===== src/rtl/tiny_accumulator_cpu_execute_core_assert.svh =====
// assertion macros shared by the execute core modules
`ifndef TINY_ACCUMULATOR_CPU_EXECUTE_CORE_ASSERT_SVH
`define TINY_ACCUMULATOR_CPU_EXECUTE_CORE_ASSERT_SVH

`ifndef ASSERT_OFF

// same-cycle implication, checked out of reset
`define TACE_ASSERT_IMPLIES(label, clk, rst_n, ante, cons) \
    label: assert property (@(posedge clk) disable iff (!(rst_n)) (ante) |-> (cons)) \
        else $error("tace: implication check failed");

// next-cycle implication, checked out of reset
`define TACE_ASSERT_NEXT(label, clk, rst_n, ante, cons) \
    label: assert property (@(posedge clk) disable iff (!(rst_n)) (ante) |=> (cons)) \
        else $error("tace: next-cycle check failed");

`else

`define TACE_ASSERT_IMPLIES(label, clk, rst_n, ante, cons)
`define TACE_ASSERT_NEXT(label, clk, rst_n, ante, cons)

`endif

`endif


===== src/rtl/tace_pkg.sv =====
// types, constants and microcode table of the tiny accumulator execute core
package tace_pkg;

    // datapath geometry
    localparam int DATA_W      = 8;
    localparam int MEM_IDX_W   = 3;
    localparam int REG_IDX_W   = 2;
    localparam int MEM_DEPTH   = 1 << MEM_IDX_W;
    localparam int REG_COUNT   = 1 << REG_IDX_W;
    localparam int OP_W        = 8;
    localparam int STATUS_W    = 3;
    localparam int UPC_W       = 5;
    localparam int DIV_CNT_W   = $clog2(DATA_W + 1);
    localparam int IN_TDATA_W  = 24;
    localparam int OUT_TDATA_W = 24;

    localparam logic [DIV_CNT_W-1:0] DIV_CNT_INIT = DIV_CNT_W'(DATA_W);
    localparam logic [DIV_CNT_W-1:0] DIV_CNT_LAST = DIV_CNT_W'(1);

    // instruction opcodes
    typedef enum logic [OP_W-1:0] {
        OP_LDR = 8'h00,
        OP_ADD = 8'h01,
        OP_SUB = 8'h02,
        OP_MUL = 8'h03,
        OP_DIV = 8'h04,
        OP_RST = 8'h05,
        OP_HLT = 8'h06,
        OP_LDM = 8'h07,
        OP_STM = 8'h08,
        OP_NOP = 8'h09,
        OP_INC = 8'h0A,
        OP_DEC = 8'h0B,
        OP_MOV = 8'h0C
    } opcode_t;

    // result status codes
    typedef enum logic [STATUS_W-1:0] {
        ST_OK          = 3'd0,
        ST_SUB_REFUSED = 3'd1,
        ST_DIV_ZERO    = 3'd2,
        ST_UNKNOWN     = 3'd3,
        ST_HALTED      = 3'd4
    } status_t;

    // value driven onto the write bus
    typedef enum logic [3:0] {
        ALU_NONE,
        ALU_MEM,
        ALU_ADD,
        ALU_SUB,
        ALU_MUL,
        ALU_IMM,
        ALU_REG,
        ALU_INC,
        ALU_DEC,
        ALU_QUO
    } alu_sel_t;

    // jump conditions of a control word
    typedef enum logic [1:0] {
        CND_NEVER,
        CND_NOT_GT,
        CND_DIV_ZERO,
        CND_DIV_BUSY
    } cond_t;

    // microcode addresses; fall-through order matters
    typedef enum logic [UPC_W-1:0] {
        U_IDLE,
        U_LDR,
        U_ADD,
        U_SUB_CHK,
        U_SUB_DO,
        U_SUB_FAIL,
        U_MUL,
        U_DIV_CHK,
        U_DIV_STEP,
        U_DIV_WB,
        U_DIV_ZERO,
        U_RST,
        U_HLT,
        U_LDM,
        U_STM,
        U_NOP,
        U_INC,
        U_DEC,
        U_MOV,
        U_UNK,
        U_HALTED
    } upc_t;

    // one control word
    typedef struct packed {
        alu_sel_t alu_sel;
        logic     reg_we;
        logic     reg_to_dst;
        logic     mem_we;
        status_t  status;
        logic     pc_adv;
        logic     halt_set;
        logic     clear_all;
        logic     div_init;
        logic     div_step;
        cond_t    cond;
        upc_t     target;
        logic     done;
    } uword_t;

    // datapath conditions seen by the sequencer
    typedef struct packed {
        logic gt;
        logic m_zero;
        logic div_busy;
        logic halted;
    } flags_t;

    // decoded instruction, last field in the low bits
    typedef struct packed {
        logic [DATA_W-1:0]    imm;
        logic [REG_IDX_W-1:0] dst;
        logic [REG_IDX_W-1:0] src;
        logic [MEM_IDX_W-1:0] idx;
        logic [OP_W-1:0]      op;
    } instr_t;

    // one result beat, status in the low bits
    typedef struct packed {
        logic [DATA_W-1:0] value;
        logic [DATA_W-1:0] pc;
        status_t           status;
    } result_t;

    localparam int INSTR_W  = $bits(instr_t);
    localparam int RESULT_W = $bits(result_t);

    // entry point of each instruction
    function automatic upc_t dispatch(logic [OP_W-1:0] op, logic halted);
        upc_t u;
        u = U_UNK;
        if (op == OP_RST) begin
            u = U_RST;
        end else if (halted) begin
            u = U_HALTED;
        end else begin
            case (op)
                OP_LDR:  u = U_LDR;
                OP_ADD:  u = U_ADD;
                OP_SUB:  u = U_SUB_CHK;
                OP_MUL:  u = U_MUL;
                OP_DIV:  u = U_DIV_CHK;
                OP_HLT:  u = U_HLT;
                OP_LDM:  u = U_LDM;
                OP_STM:  u = U_STM;
                OP_NOP:  u = U_NOP;
                OP_INC:  u = U_INC;
                OP_DEC:  u = U_DEC;
                OP_MOV:  u = U_MOV;
                default: u = U_UNK;
            endcase
        end
        return u;
    endfunction

    // microcode rom
    function automatic uword_t ucode_word(upc_t a);
        uword_t w;
        w = '0;
        case (a)
            U_LDR: begin
                w.alu_sel = ALU_MEM; w.reg_we = 1'b1; w.pc_adv = 1'b1; w.done = 1'b1;
            end
            U_ADD: begin
                w.alu_sel = ALU_ADD; w.reg_we = 1'b1; w.pc_adv = 1'b1; w.done = 1'b1;
            end
            U_SUB_CHK: begin
                w.cond = CND_NOT_GT; w.target = U_SUB_FAIL;
            end
            U_SUB_DO: begin
                w.alu_sel = ALU_SUB; w.reg_we = 1'b1; w.pc_adv = 1'b1; w.done = 1'b1;
            end
            U_SUB_FAIL: begin
                w.status = ST_SUB_REFUSED; w.pc_adv = 1'b1; w.done = 1'b1;
            end
            U_MUL: begin
                w.alu_sel = ALU_MUL; w.reg_we = 1'b1; w.pc_adv = 1'b1; w.done = 1'b1;
            end
            U_DIV_CHK: begin
                w.div_init = 1'b1; w.cond = CND_DIV_ZERO; w.target = U_DIV_ZERO;
            end
            U_DIV_STEP: begin
                w.div_step = 1'b1; w.cond = CND_DIV_BUSY; w.target = U_DIV_STEP;
            end
            U_DIV_WB: begin
                w.alu_sel = ALU_QUO; w.reg_we = 1'b1; w.pc_adv = 1'b1; w.done = 1'b1;
            end
            U_DIV_ZERO: begin
                w.status = ST_DIV_ZERO; w.pc_adv = 1'b1; w.done = 1'b1;
            end
            U_RST: begin
                w.clear_all = 1'b1; w.done = 1'b1;
            end
            U_HLT: begin
                w.halt_set = 1'b1; w.status = ST_HALTED; w.done = 1'b1;
            end
            U_LDM: begin
                w.alu_sel = ALU_IMM; w.mem_we = 1'b1; w.pc_adv = 1'b1; w.done = 1'b1;
            end
            U_STM: begin
                w.alu_sel = ALU_REG; w.mem_we = 1'b1; w.pc_adv = 1'b1; w.done = 1'b1;
            end
            U_NOP: begin
                w.pc_adv = 1'b1; w.done = 1'b1;
            end
            U_INC: begin
                w.alu_sel = ALU_INC; w.reg_we = 1'b1; w.pc_adv = 1'b1; w.done = 1'b1;
            end
            U_DEC: begin
                w.alu_sel = ALU_DEC; w.reg_we = 1'b1; w.pc_adv = 1'b1; w.done = 1'b1;
            end
            U_MOV: begin
                w.alu_sel = ALU_REG; w.reg_we = 1'b1; w.reg_to_dst = 1'b1;
                w.pc_adv = 1'b1; w.done = 1'b1;
            end
            U_UNK: begin
                w.status = ST_UNKNOWN; w.done = 1'b1;
            end
            U_HALTED: begin
                w.status = ST_HALTED; w.done = 1'b1;
            end
            default: begin
                w = '0;
            end
        endcase
        return w;
    endfunction

endpackage


===== src/rtl/tiny_accumulator_cpu_execute_core.sv =====
// top level of the tiny accumulator execute core: stream ports and result register
// Executes one decoded instruction per input beat and returns one result beat.
// Each beat is taken while the sequencer is idle, then runs a short microprogram:
// most instructions take one step, subtract two, and divide ten (zero check, eight
// restoring quotient steps of one shared subtractor, write-back) or two when the
// divisor is zero. The result register lets the next beat be accepted while the
// previous result still waits on m_axis_tready; a final step that finds the result
// register full holds until it drains. RST clears memory, registers, pc and the halt
// flag in one step and is honored also while halted.
`include "tiny_accumulator_cpu_execute_core_assert.svh"

module tiny_accumulator_cpu_execute_core (
    input  logic                                aclk,
    input  logic                                aresetn,
    // mode[7:0], mem_index[10:8], src_reg[12:11], dst_reg[14:13], imm[22:15], zero pad
    input  logic [tace_pkg::IN_TDATA_W-1:0]     s_axis_tdata,
    input  logic                                s_axis_tvalid,
    output logic                                s_axis_tready,
    // status[2:0], pc[10:3], result_value[18:11], zero pad
    output logic [tace_pkg::OUT_TDATA_W-1:0]    m_axis_tdata,
    output logic                                m_axis_tvalid,
    input  logic                                m_axis_tready
);

    logic               in_accept;
    logic               out_busy;
    logic               out_load;
    logic               exec;
    logic               idle;
    tace_pkg::instr_t   in_instr;
    tace_pkg::uword_t   uword;
    tace_pkg::flags_t   flags;
    tace_pkg::result_t  res;
    tace_pkg::result_t  m_data_reg;
    logic               m_valid_reg;
    logic               m_valid_next;

    assign in_instr      = tace_pkg::instr_t'(s_axis_tdata[tace_pkg::INSTR_W-1:0]);
    assign s_axis_tready = idle;
    assign in_accept     = s_axis_tvalid && s_axis_tready;
    assign out_busy      = m_valid_reg && !m_axis_tready;
    assign out_load      = exec && uword.done;

    tace_useq u_useq (
        .aclk      (aclk),
        .aresetn   (aresetn),
        .in_accept (in_accept),
        .op        (in_instr.op),
        .flags     (flags),
        .out_busy  (out_busy),
        .uword     (uword),
        .exec      (exec),
        .idle      (idle)
    );

    tace_dpath u_dpath (
        .aclk     (aclk),
        .aresetn  (aresetn),
        .in_load  (in_accept),
        .in_instr (in_instr),
        .uword    (uword),
        .exec     (exec),
        .flags    (flags),
        .res      (res)
    );

    // result valid
    always_comb begin
        if (out_load) begin
            m_valid_next = 1'b1;
        end else if (m_axis_tready) begin
            m_valid_next = 1'b0;
        end else begin
            m_valid_next = m_valid_reg;
        end
    end

    always_ff @(posedge aclk) begin
        if (!aresetn) begin
            m_valid_reg <= 1'b0;
        end else begin
            m_valid_reg <= m_valid_next;
        end
    end

    // result data
    always_ff @(posedge aclk) begin
        if (out_load) begin
            m_data_reg <= res;
        end
    end

    assign m_axis_tvalid = m_valid_reg;
    assign m_axis_tdata  = {{(tace_pkg::OUT_TDATA_W - tace_pkg::RESULT_W){1'b0}}, m_data_reg};

    // a result never overwrites one that is still waiting
    `TACE_ASSERT_IMPLIES(a_no_overwrite, aclk, aresetn, out_load, !out_busy)

endmodule


===== src/rtl/tace_useq.sv =====
// microcode sequencer: step counter, dispatch and conditional jumps
`include "tiny_accumulator_cpu_execute_core_assert.svh"

module tace_useq (
    input  logic                            aclk,
    input  logic                            aresetn,
    input  logic                            in_accept,
    input  logic [tace_pkg::OP_W-1:0]       op,
    input  tace_pkg::flags_t                flags,
    input  logic                            out_busy,
    output tace_pkg::uword_t                uword,
    output logic                            exec,
    output logic                            idle
);

    tace_pkg::upc_t                 upc_reg;
    tace_pkg::upc_t                 upc_next;
    logic [tace_pkg::UPC_W-1:0]     upc_inc;
    logic                           stall;
    logic                           cond_hit;

    // current control word
    always_comb begin
        uword = tace_pkg::ucode_word(upc_reg);
    end

    assign idle    = (upc_reg == tace_pkg::U_IDLE);
    assign stall   = uword.done && out_busy;
    assign exec    = !idle && !stall;
    assign upc_inc = upc_reg + 1'b1;

    // jump condition select
    always_comb begin
        case (uword.cond)
            tace_pkg::CND_NEVER:    cond_hit = 1'b0;
            tace_pkg::CND_NOT_GT:   cond_hit = !flags.gt;
            tace_pkg::CND_DIV_ZERO: cond_hit = flags.m_zero;
            tace_pkg::CND_DIV_BUSY: cond_hit = flags.div_busy;
            default:                cond_hit = 1'b0;
        endcase
    end

    // next step
    always_comb begin
        upc_next = upc_reg;
        if (idle) begin
            if (in_accept) begin
                upc_next = tace_pkg::dispatch(op, flags.halted);
            end
        end else if (exec) begin
            if (cond_hit) begin
                upc_next = uword.target;
            end else if (uword.done) begin
                upc_next = tace_pkg::U_IDLE;
            end else begin
                upc_next = tace_pkg::upc_t'(upc_inc);
            end
        end
    end

    // step counter
    always_ff @(posedge aclk) begin
        if (!aresetn) begin
            upc_reg <= tace_pkg::U_IDLE;
        end else begin
            upc_reg <= upc_next;
        end
    end

    // a final step waiting on the output holds its place
    `TACE_ASSERT_NEXT(a_stall_holds, aclk, aresetn, (!idle && stall), $stable(upc_reg))
    // an accepted beat always starts a program
    `TACE_ASSERT_NEXT(a_accept_starts, aclk, aresetn, in_accept, (upc_reg != tace_pkg::U_IDLE))
    // nonzero divisor enters the quotient loop
    `TACE_ASSERT_NEXT(a_div_enters_loop, aclk, aresetn,
        ((upc_reg == tace_pkg::U_DIV_CHK) && !flags.m_zero),
        (upc_reg == tace_pkg::U_DIV_STEP))

endmodule


===== src/rtl/tace_dpath.sv =====
// datapath: data memory, register file, alu, restoring divider, pc and halt flag
`include "tiny_accumulator_cpu_execute_core_assert.svh"

module tace_dpath (
    input  logic                aclk,
    input  logic                aresetn,
    input  logic                in_load,
    input  tace_pkg::instr_t    in_instr,
    input  tace_pkg::uword_t    uword,
    input  logic                exec,
    output tace_pkg::flags_t    flags,
    output tace_pkg::result_t   res
);

    localparam int DW = tace_pkg::DATA_W;

    logic [DW-1:0]                  mem_reg [tace_pkg::MEM_DEPTH];
    logic [DW-1:0]                  regs_reg [tace_pkg::REG_COUNT];
    logic [DW-1:0]                  pc_reg;
    logic                           halted_reg;
    tace_pkg::instr_t               instr_reg;
    logic [DW-1:0]                  quo_reg;
    logic [DW-1:0]                  rem_reg;
    logic [tace_pkg::DIV_CNT_W-1:0] cnt_reg;

    logic [DW-1:0]                  m_val;
    logic [DW-1:0]                  r_val;
    logic [2*DW-1:0]                prod;
    logic [DW:0]                    partial;
    logic [DW:0]                    diff;
    logic                           no_borrow;
    logic [DW-1:0]                  alu_out;
    logic [DW-1:0]                  pc_after;
    logic [tace_pkg::REG_IDX_W-1:0] reg_wr_idx;

    // operand reads
    assign m_val = mem_reg[instr_reg.idx];
    assign r_val = regs_reg[instr_reg.src];
    assign prod  = r_val * m_val;

    // one restoring divide step
    assign partial   = {rem_reg, quo_reg[DW-1]};
    assign diff      = partial - {1'b0, m_val};
    assign no_borrow = (partial >= {1'b0, m_val});

    // write bus select
    always_comb begin
        case (uword.alu_sel)
            tace_pkg::ALU_NONE: alu_out = '0;
            tace_pkg::ALU_MEM:  alu_out = m_val;
            tace_pkg::ALU_ADD:  alu_out = r_val + m_val;
            tace_pkg::ALU_SUB:  alu_out = r_val - m_val;
            tace_pkg::ALU_MUL:  alu_out = prod[DW-1:0];
            tace_pkg::ALU_IMM:  alu_out = instr_reg.imm;
            tace_pkg::ALU_REG:  alu_out = r_val;
            tace_pkg::ALU_INC:  alu_out = r_val + 1'b1;
            tace_pkg::ALU_DEC:  alu_out = r_val - 1'b1;
            tace_pkg::ALU_QUO:  alu_out = quo_reg;
            default:            alu_out = '0;
        endcase
    end

    assign reg_wr_idx = uword.reg_to_dst ? instr_reg.dst : instr_reg.src;

    // program counter after this step
    always_comb begin
        if (uword.clear_all) begin
            pc_after = '0;
        end else if (uword.pc_adv) begin
            pc_after = pc_reg + 1'b1;
        end else begin
            pc_after = pc_reg;
        end
    end

    // result of the final step
    assign res.status = uword.status;
    assign res.pc     = pc_after;
    assign res.value  = (uword.reg_we || uword.mem_we) ? alu_out : '0;

    // conditions for the sequencer
    assign flags.gt       = (r_val > m_val);
    assign flags.m_zero   = (m_val == '0);
    assign flags.div_busy = (cnt_reg != tace_pkg::DIV_CNT_LAST);
    assign flags.halted   = halted_reg;

    // instruction latch
    always_ff @(posedge aclk) begin
        if (in_load) begin
            instr_reg <= in_instr;
        end
    end

    // divider state
    always_ff @(posedge aclk) begin
        if (exec && uword.div_init) begin
            quo_reg <= r_val;
            rem_reg <= '0;
            cnt_reg <= tace_pkg::DIV_CNT_INIT;
        end else if (exec && uword.div_step) begin
            quo_reg <= {quo_reg[DW-2:0], no_borrow};
            rem_reg <= no_borrow ? diff[DW-1:0] : partial[DW-1:0];
            cnt_reg <= cnt_reg - 1'b1;
        end
    end

    // architectural state
    always_ff @(posedge aclk) begin
        if (!aresetn || (exec && uword.clear_all)) begin
            for (int i = 0; i < tace_pkg::MEM_DEPTH; i++) begin
                mem_reg[i] <= '0;
            end
            for (int j = 0; j < tace_pkg::REG_COUNT; j++) begin
                regs_reg[j] <= '0;
            end
            pc_reg     <= '0;
            halted_reg <= 1'b0;
        end else if (exec) begin
            if (uword.mem_we) begin
                mem_reg[instr_reg.idx] <= alu_out;
            end
            if (uword.reg_we) begin
                regs_reg[reg_wr_idx] <= alu_out;
            end
            if (uword.halt_set) begin
                halted_reg <= 1'b1;
            end
            pc_reg <= pc_after;
        end
    end

    // halt is entered only through the halt step
    `TACE_ASSERT_IMPLIES(a_halt_source, aclk, aresetn, $rose(halted_reg),
        $past(exec && uword.halt_set))
    // a halted machine keeps its pc until cleared
    `TACE_ASSERT_NEXT(a_halted_pc_frozen, aclk, aresetn,
        (halted_reg && !(exec && uword.clear_all)), $stable(pc_reg))

endmodule

===== config.mk =====
export PLATFORM = sky130hd
export DESIGN_NAME = tiny_accumulator_cpu_execute_core
export DESIGN_NICKNAME = d
export VERILOG_FILES = /design/src/rtl/tace_pkg.sv /design/src/rtl/tiny_accumulator_cpu_execute_core.sv /design/src/rtl/tace_useq.sv /design/src/rtl/tace_dpath.sv
export VERILOG_INCLUDE_DIRS = /design/src /design/src/rtl
export SDC_FILE = /design/constraint.sdc
export NUM_CORES = 1
export LEC_CHECK = 0
export ABC_AREA = 0
export BUFFER_PORTS_ARGS = -buffer_cell sky130_fd_sc_hd__buf_2
export CELL_PAD_IN_SITES_DETAIL_PLACEMENT = 2
export CELL_PAD_IN_SITES_GLOBAL_PLACEMENT = 2
export CORE_ASPECT_RATIO = 1.25
export CORE_MARGIN = 2
export CORE_UTILIZATION = 30
export CTS_BUF_LIST = sky130_fd_sc_hd__clkbuf_8
export DETAILED_ROUTE_END_ITERATION = 10
export PLACE_DENSITY_LB_ADDON = 0.2
export SLEW_MARGIN = 0
export SYNTH_ARGS = -nofsm -noshare
export SYNTH_HDL_FRONTEND = slang
export SYNTH_SLANG_ARGS = --single-unit
export TNS_END_PERCENT = 5

===== constraint.sdc =====
create_clock -name aclk -period 5.1 [get_ports aclk]
set_input_delay 0.51 -clock aclk [delete_from_list [all_inputs] [get_ports aclk]]
set_output_delay 0.51 -clock aclk [all_outputs]
set_load 0.02 [all_outputs]

==> flow_summary.json <==
{
  "area_delta_synth_final_pct": 19.64,
  "hpwlAfterDp_um": 23880,
  "initial_core_util": 0.3046,
  "setup_viol": 26,
  "synthMuxAreaShare": 0.08069,
  "crit_chain": "buf_12 > mux2i_4 > mux4_2 > inv_4 > ha_1 > fa_2 > fa_1 > ha_1 > inv_1 > fa_1 > inv_1 > ha_4 > a21o_1 > a21oi_4 > xnor2_2 > xnor2_2 > xnor2_2 > xnor2_2 > a221oi_4 > clkbuf_16 > nor2_1",
  "rsz0062_at_grt": "true",
  "final_area_um2": 12240,
  "max_stage_delay_ps": 530,
  "synth-xor-area-share": 0.04108,
  "avgSynthCellArea_um2": 10.42,
  "gr-total-overflow": 0,
  "port_buffers": 47,
  "final_hold_viol_count": 0,
  "via_per_inst": 5.107,
  "slowest_stage": "fa_1",
  "dpl_cell_area_um2": 11480,
  "synth_cell_types": 76,
  "cts_root_buffer": "clkbuf_8",
  "cp-start-kind": "register",
  "cp.arrival_ps": 5670,
  "vias": 7844,
  "synth_top_family_by_area": "simple AND/OR/NAND/NOR gates",
  "hold_class": "primary input to register",
  "synth_async_sr_flop_share": 0,
  "drt_iter0_markers": 394,
  "setup_tns_ps": -6165,
  "rows": 75,
  "fillers": 3669,
  "cts_tree": "done",
  "worst_slew_pin_slew_ps": 1096,
  "io_pins": 54,
  "syn_inst": 982,
  "crit_type": "register to register",
  "violations": "negative setup slack",
  "critical_path.most_common_cell": "xnor2_2",
  "drive_gt1_frac": 0.2498,
  "die_y_um": 210.5,
  "tritoncts_num_sinks": 170,
  "largest_reg_flops": 64,
  "synthSimpleGateAreaFrac": 0.1657,
  "insertion_delay_ps": 500,
  "ys_ff_latch": 170,
  "layout_min_cycle_time_ps": 5425,
  "end_kind": "register",
  "synth_compound_area_frac": 0.09965,
  "grt_max_degree": 22,
  "grt_pass1_vias": 8617,
  "stdcell_count": 1536,
  "final_min_period_over_clock_period": 1.064,
  "place_congestion": 0.7887,
  "syn_area_um2": 10230,
  "synth_fa_ha_area_frac": 0.09292,
  "grt_antenna_before_repair": 0,
  "finClkSkew_ps": 21.62,
  "drcViolationCount": 0,
  "cap_viol_max_count": 0,
  "postRouteAntennaNets": 0,
  "grtUsageTotal": 0.1860,
  "max_freq_ghz": 0.1843,
  "wl_per_cell_um": 21.09,
  "clockBufferDepth": 2,
  "cts_made_buffers": 17,
  "grt_first_pass_wirelength_um": 50010,
  "ys.flop_type": "edfxtp_1",
  "dr.pass1.iters": 5,
  "relSlewSlack": 0.2639,
  "synth_edf_count": 138,
  "slew_viol_final": 0,
  "h-tree-depth": 4,
  "layout.nets": 1195,
  "worst_slack_ps": -325.3,
  "dp.cells": 1492,
  "worst_ep_required_time_ps": 5340,
  "status": "finished, violations left",
  "die_area_um2": 35610,
  "cts.clk_slew.worst_paths_ps": 110,
  "core_um2": 33590,
  "synth_warnings": 0,
  "critPathMaxFanout": 7,
  "diodes": 0,
  "synth_seq_area_share": 0.4675,
  "drt_wl_total_um": 32400,
  "die_w_um": 169.2
}
## metrics by stage
stage                       util  hold slack (ps)  setup slack (ps)
after floorplan                -            448.1             19.24
after global placement    0.3417            454.5            -238.1
after detailed placement  0.3417            466.8            -365.0
after CTS                 0.3542            135.5            -328.2
after global routing      0.3644            143.6            -513.1
final                     0.3644            184.1            -325.3
## cell usage in the layout (no fill, tap or decap), types with 6 or more instances in the layout
master	count
o21ai_0	38
dfxtp_1	29
a222oi_1	8
mux2i_1	32
a21o_1	16
nand2b_1	8
edfxtp_1	138
fa_1	13
nand3_1	22
inv_2	6
nor3_1	7
o22ai_1	10
inv_1	52
nor2_1	148
clkbuf_8	18
a21oi_1	29
a31oi_1	9
nor2_2	14
ha_1	48
buf_6	8
mux4_2	7
nand2_1	92
xor2_1	16
xnor2_2	7
buf_2	47
buf_4	82
nor2b_1	14
nand4_1	12
xnor2_1	19
and2_1	10
mux2_2	17
## final timing paths
| path | start | end | slack [ps] | cells after the start |
|---|---|---|---|---|
| setup / recovery | register | u_dpath.regs_reg[0][7]$_SDFFCE_PN0P_ | -330 | 21 |
| hold / removal | s_axis_tdata[11] | u_dpath.instr_reg[11]$_DFFE_PP_ | 180 | 1 |
| setup reg to reg | register | u_dpath.regs_reg[0][7]$_SDFFCE_PN0P_ | -330 | 21 |
| hold reg to reg | u_dpath.pc_reg[7]$_SDFFE_PP0P_ | u_dpath.pc_reg[7]$_SDFFE_PP0P_ | 480 | 2 |
## Yosys cell counts (all sizes together) (9+ instances only)
cell	n	share of area
nor2	164	0.063
edfxtp	138	0.40
nand2	95	0.035
inv	59	0.022
ha	52	0.064
o21ai	44	0.022
mux2i	42	0.041
dfxtp	32	0.063
a21oi	31	0.015
nand3	27	0.015
xnor2	26	0.023
clkbuf	25	0.010
buf	24	0.020
mux2	17	0.019
a21o	16	0.012
xor2	16	0.014
fa	15	0.029
nor2b	14	0.0086
nand4	12	0.0073
and2	10	0.0061
o22ai	10	0.0061
a31oi	9	0.0055
mux4	9	0.021
## cell families (layout without fill, tap and decap cells)
family                     Yosys count  count (layout)
other                                1               5
and+or+nand+nor                    368             368
AOI/OAI and AO/OA                  155             155
adders and majority gates           67              67
xor gates and xnor gates            44              44
buffers and inverters              109             236
muxes                               68              68
DFF                                170             170
## cell type report
class / instances / area (µm²) / share of cell area
clock buffers: 18 / 247.7 / 0.02024
inverters: 60 / 230.2 / 0.01880
flip-flops and latches: 170 / 4791 / 0.3913
well taps: 423 / 529.3 / 0.04323
clock inverters: 14 / 136.4 / 0.01114
multi-input cells: 707 / 5223 / 0.4266
repair buffers: 144 / 1086 / 0.08871
## routing by layer
| metal | vias to the layer above | part of all wire | GRT usage |
|---|---|---|---|
| met5 | - | 0 | 0 |
| met3 | 32 | 0.018 | 0.02347 |
| met2 | 88 | 0.52 | 0.3333 |
| met1 | 4013 | 0.44 | 0.2301 |
| li1 | 3711 | - | - |
| met4 | 0 | 0.024 | 0.06278 |
## worst max-delay path: cells and delay by family (launching register included)
kind,cells,cell delay [ps]
flops,1,400
buf+inv,5,580
fa+ha+maj,6,2120
compound gates,3,790
mux,2,640
xor+xnor,4,590
simple gates,1,40
## timing repair
item | in CTS | in global routing
pin swaps | 1 | 16
setup endpoints to repair | 35 | 52
hold buffers | 0 | 0
cloned | 0 | 2
endpoints found under the hold margin | 0 | 0
gates resized for setup | 6 | 55
buffers inserted | 2 | 9
Power is left out: the tool's default activity adds up to more than one toggle a clock period on the data nets, which glitch-free logic cannot reach.
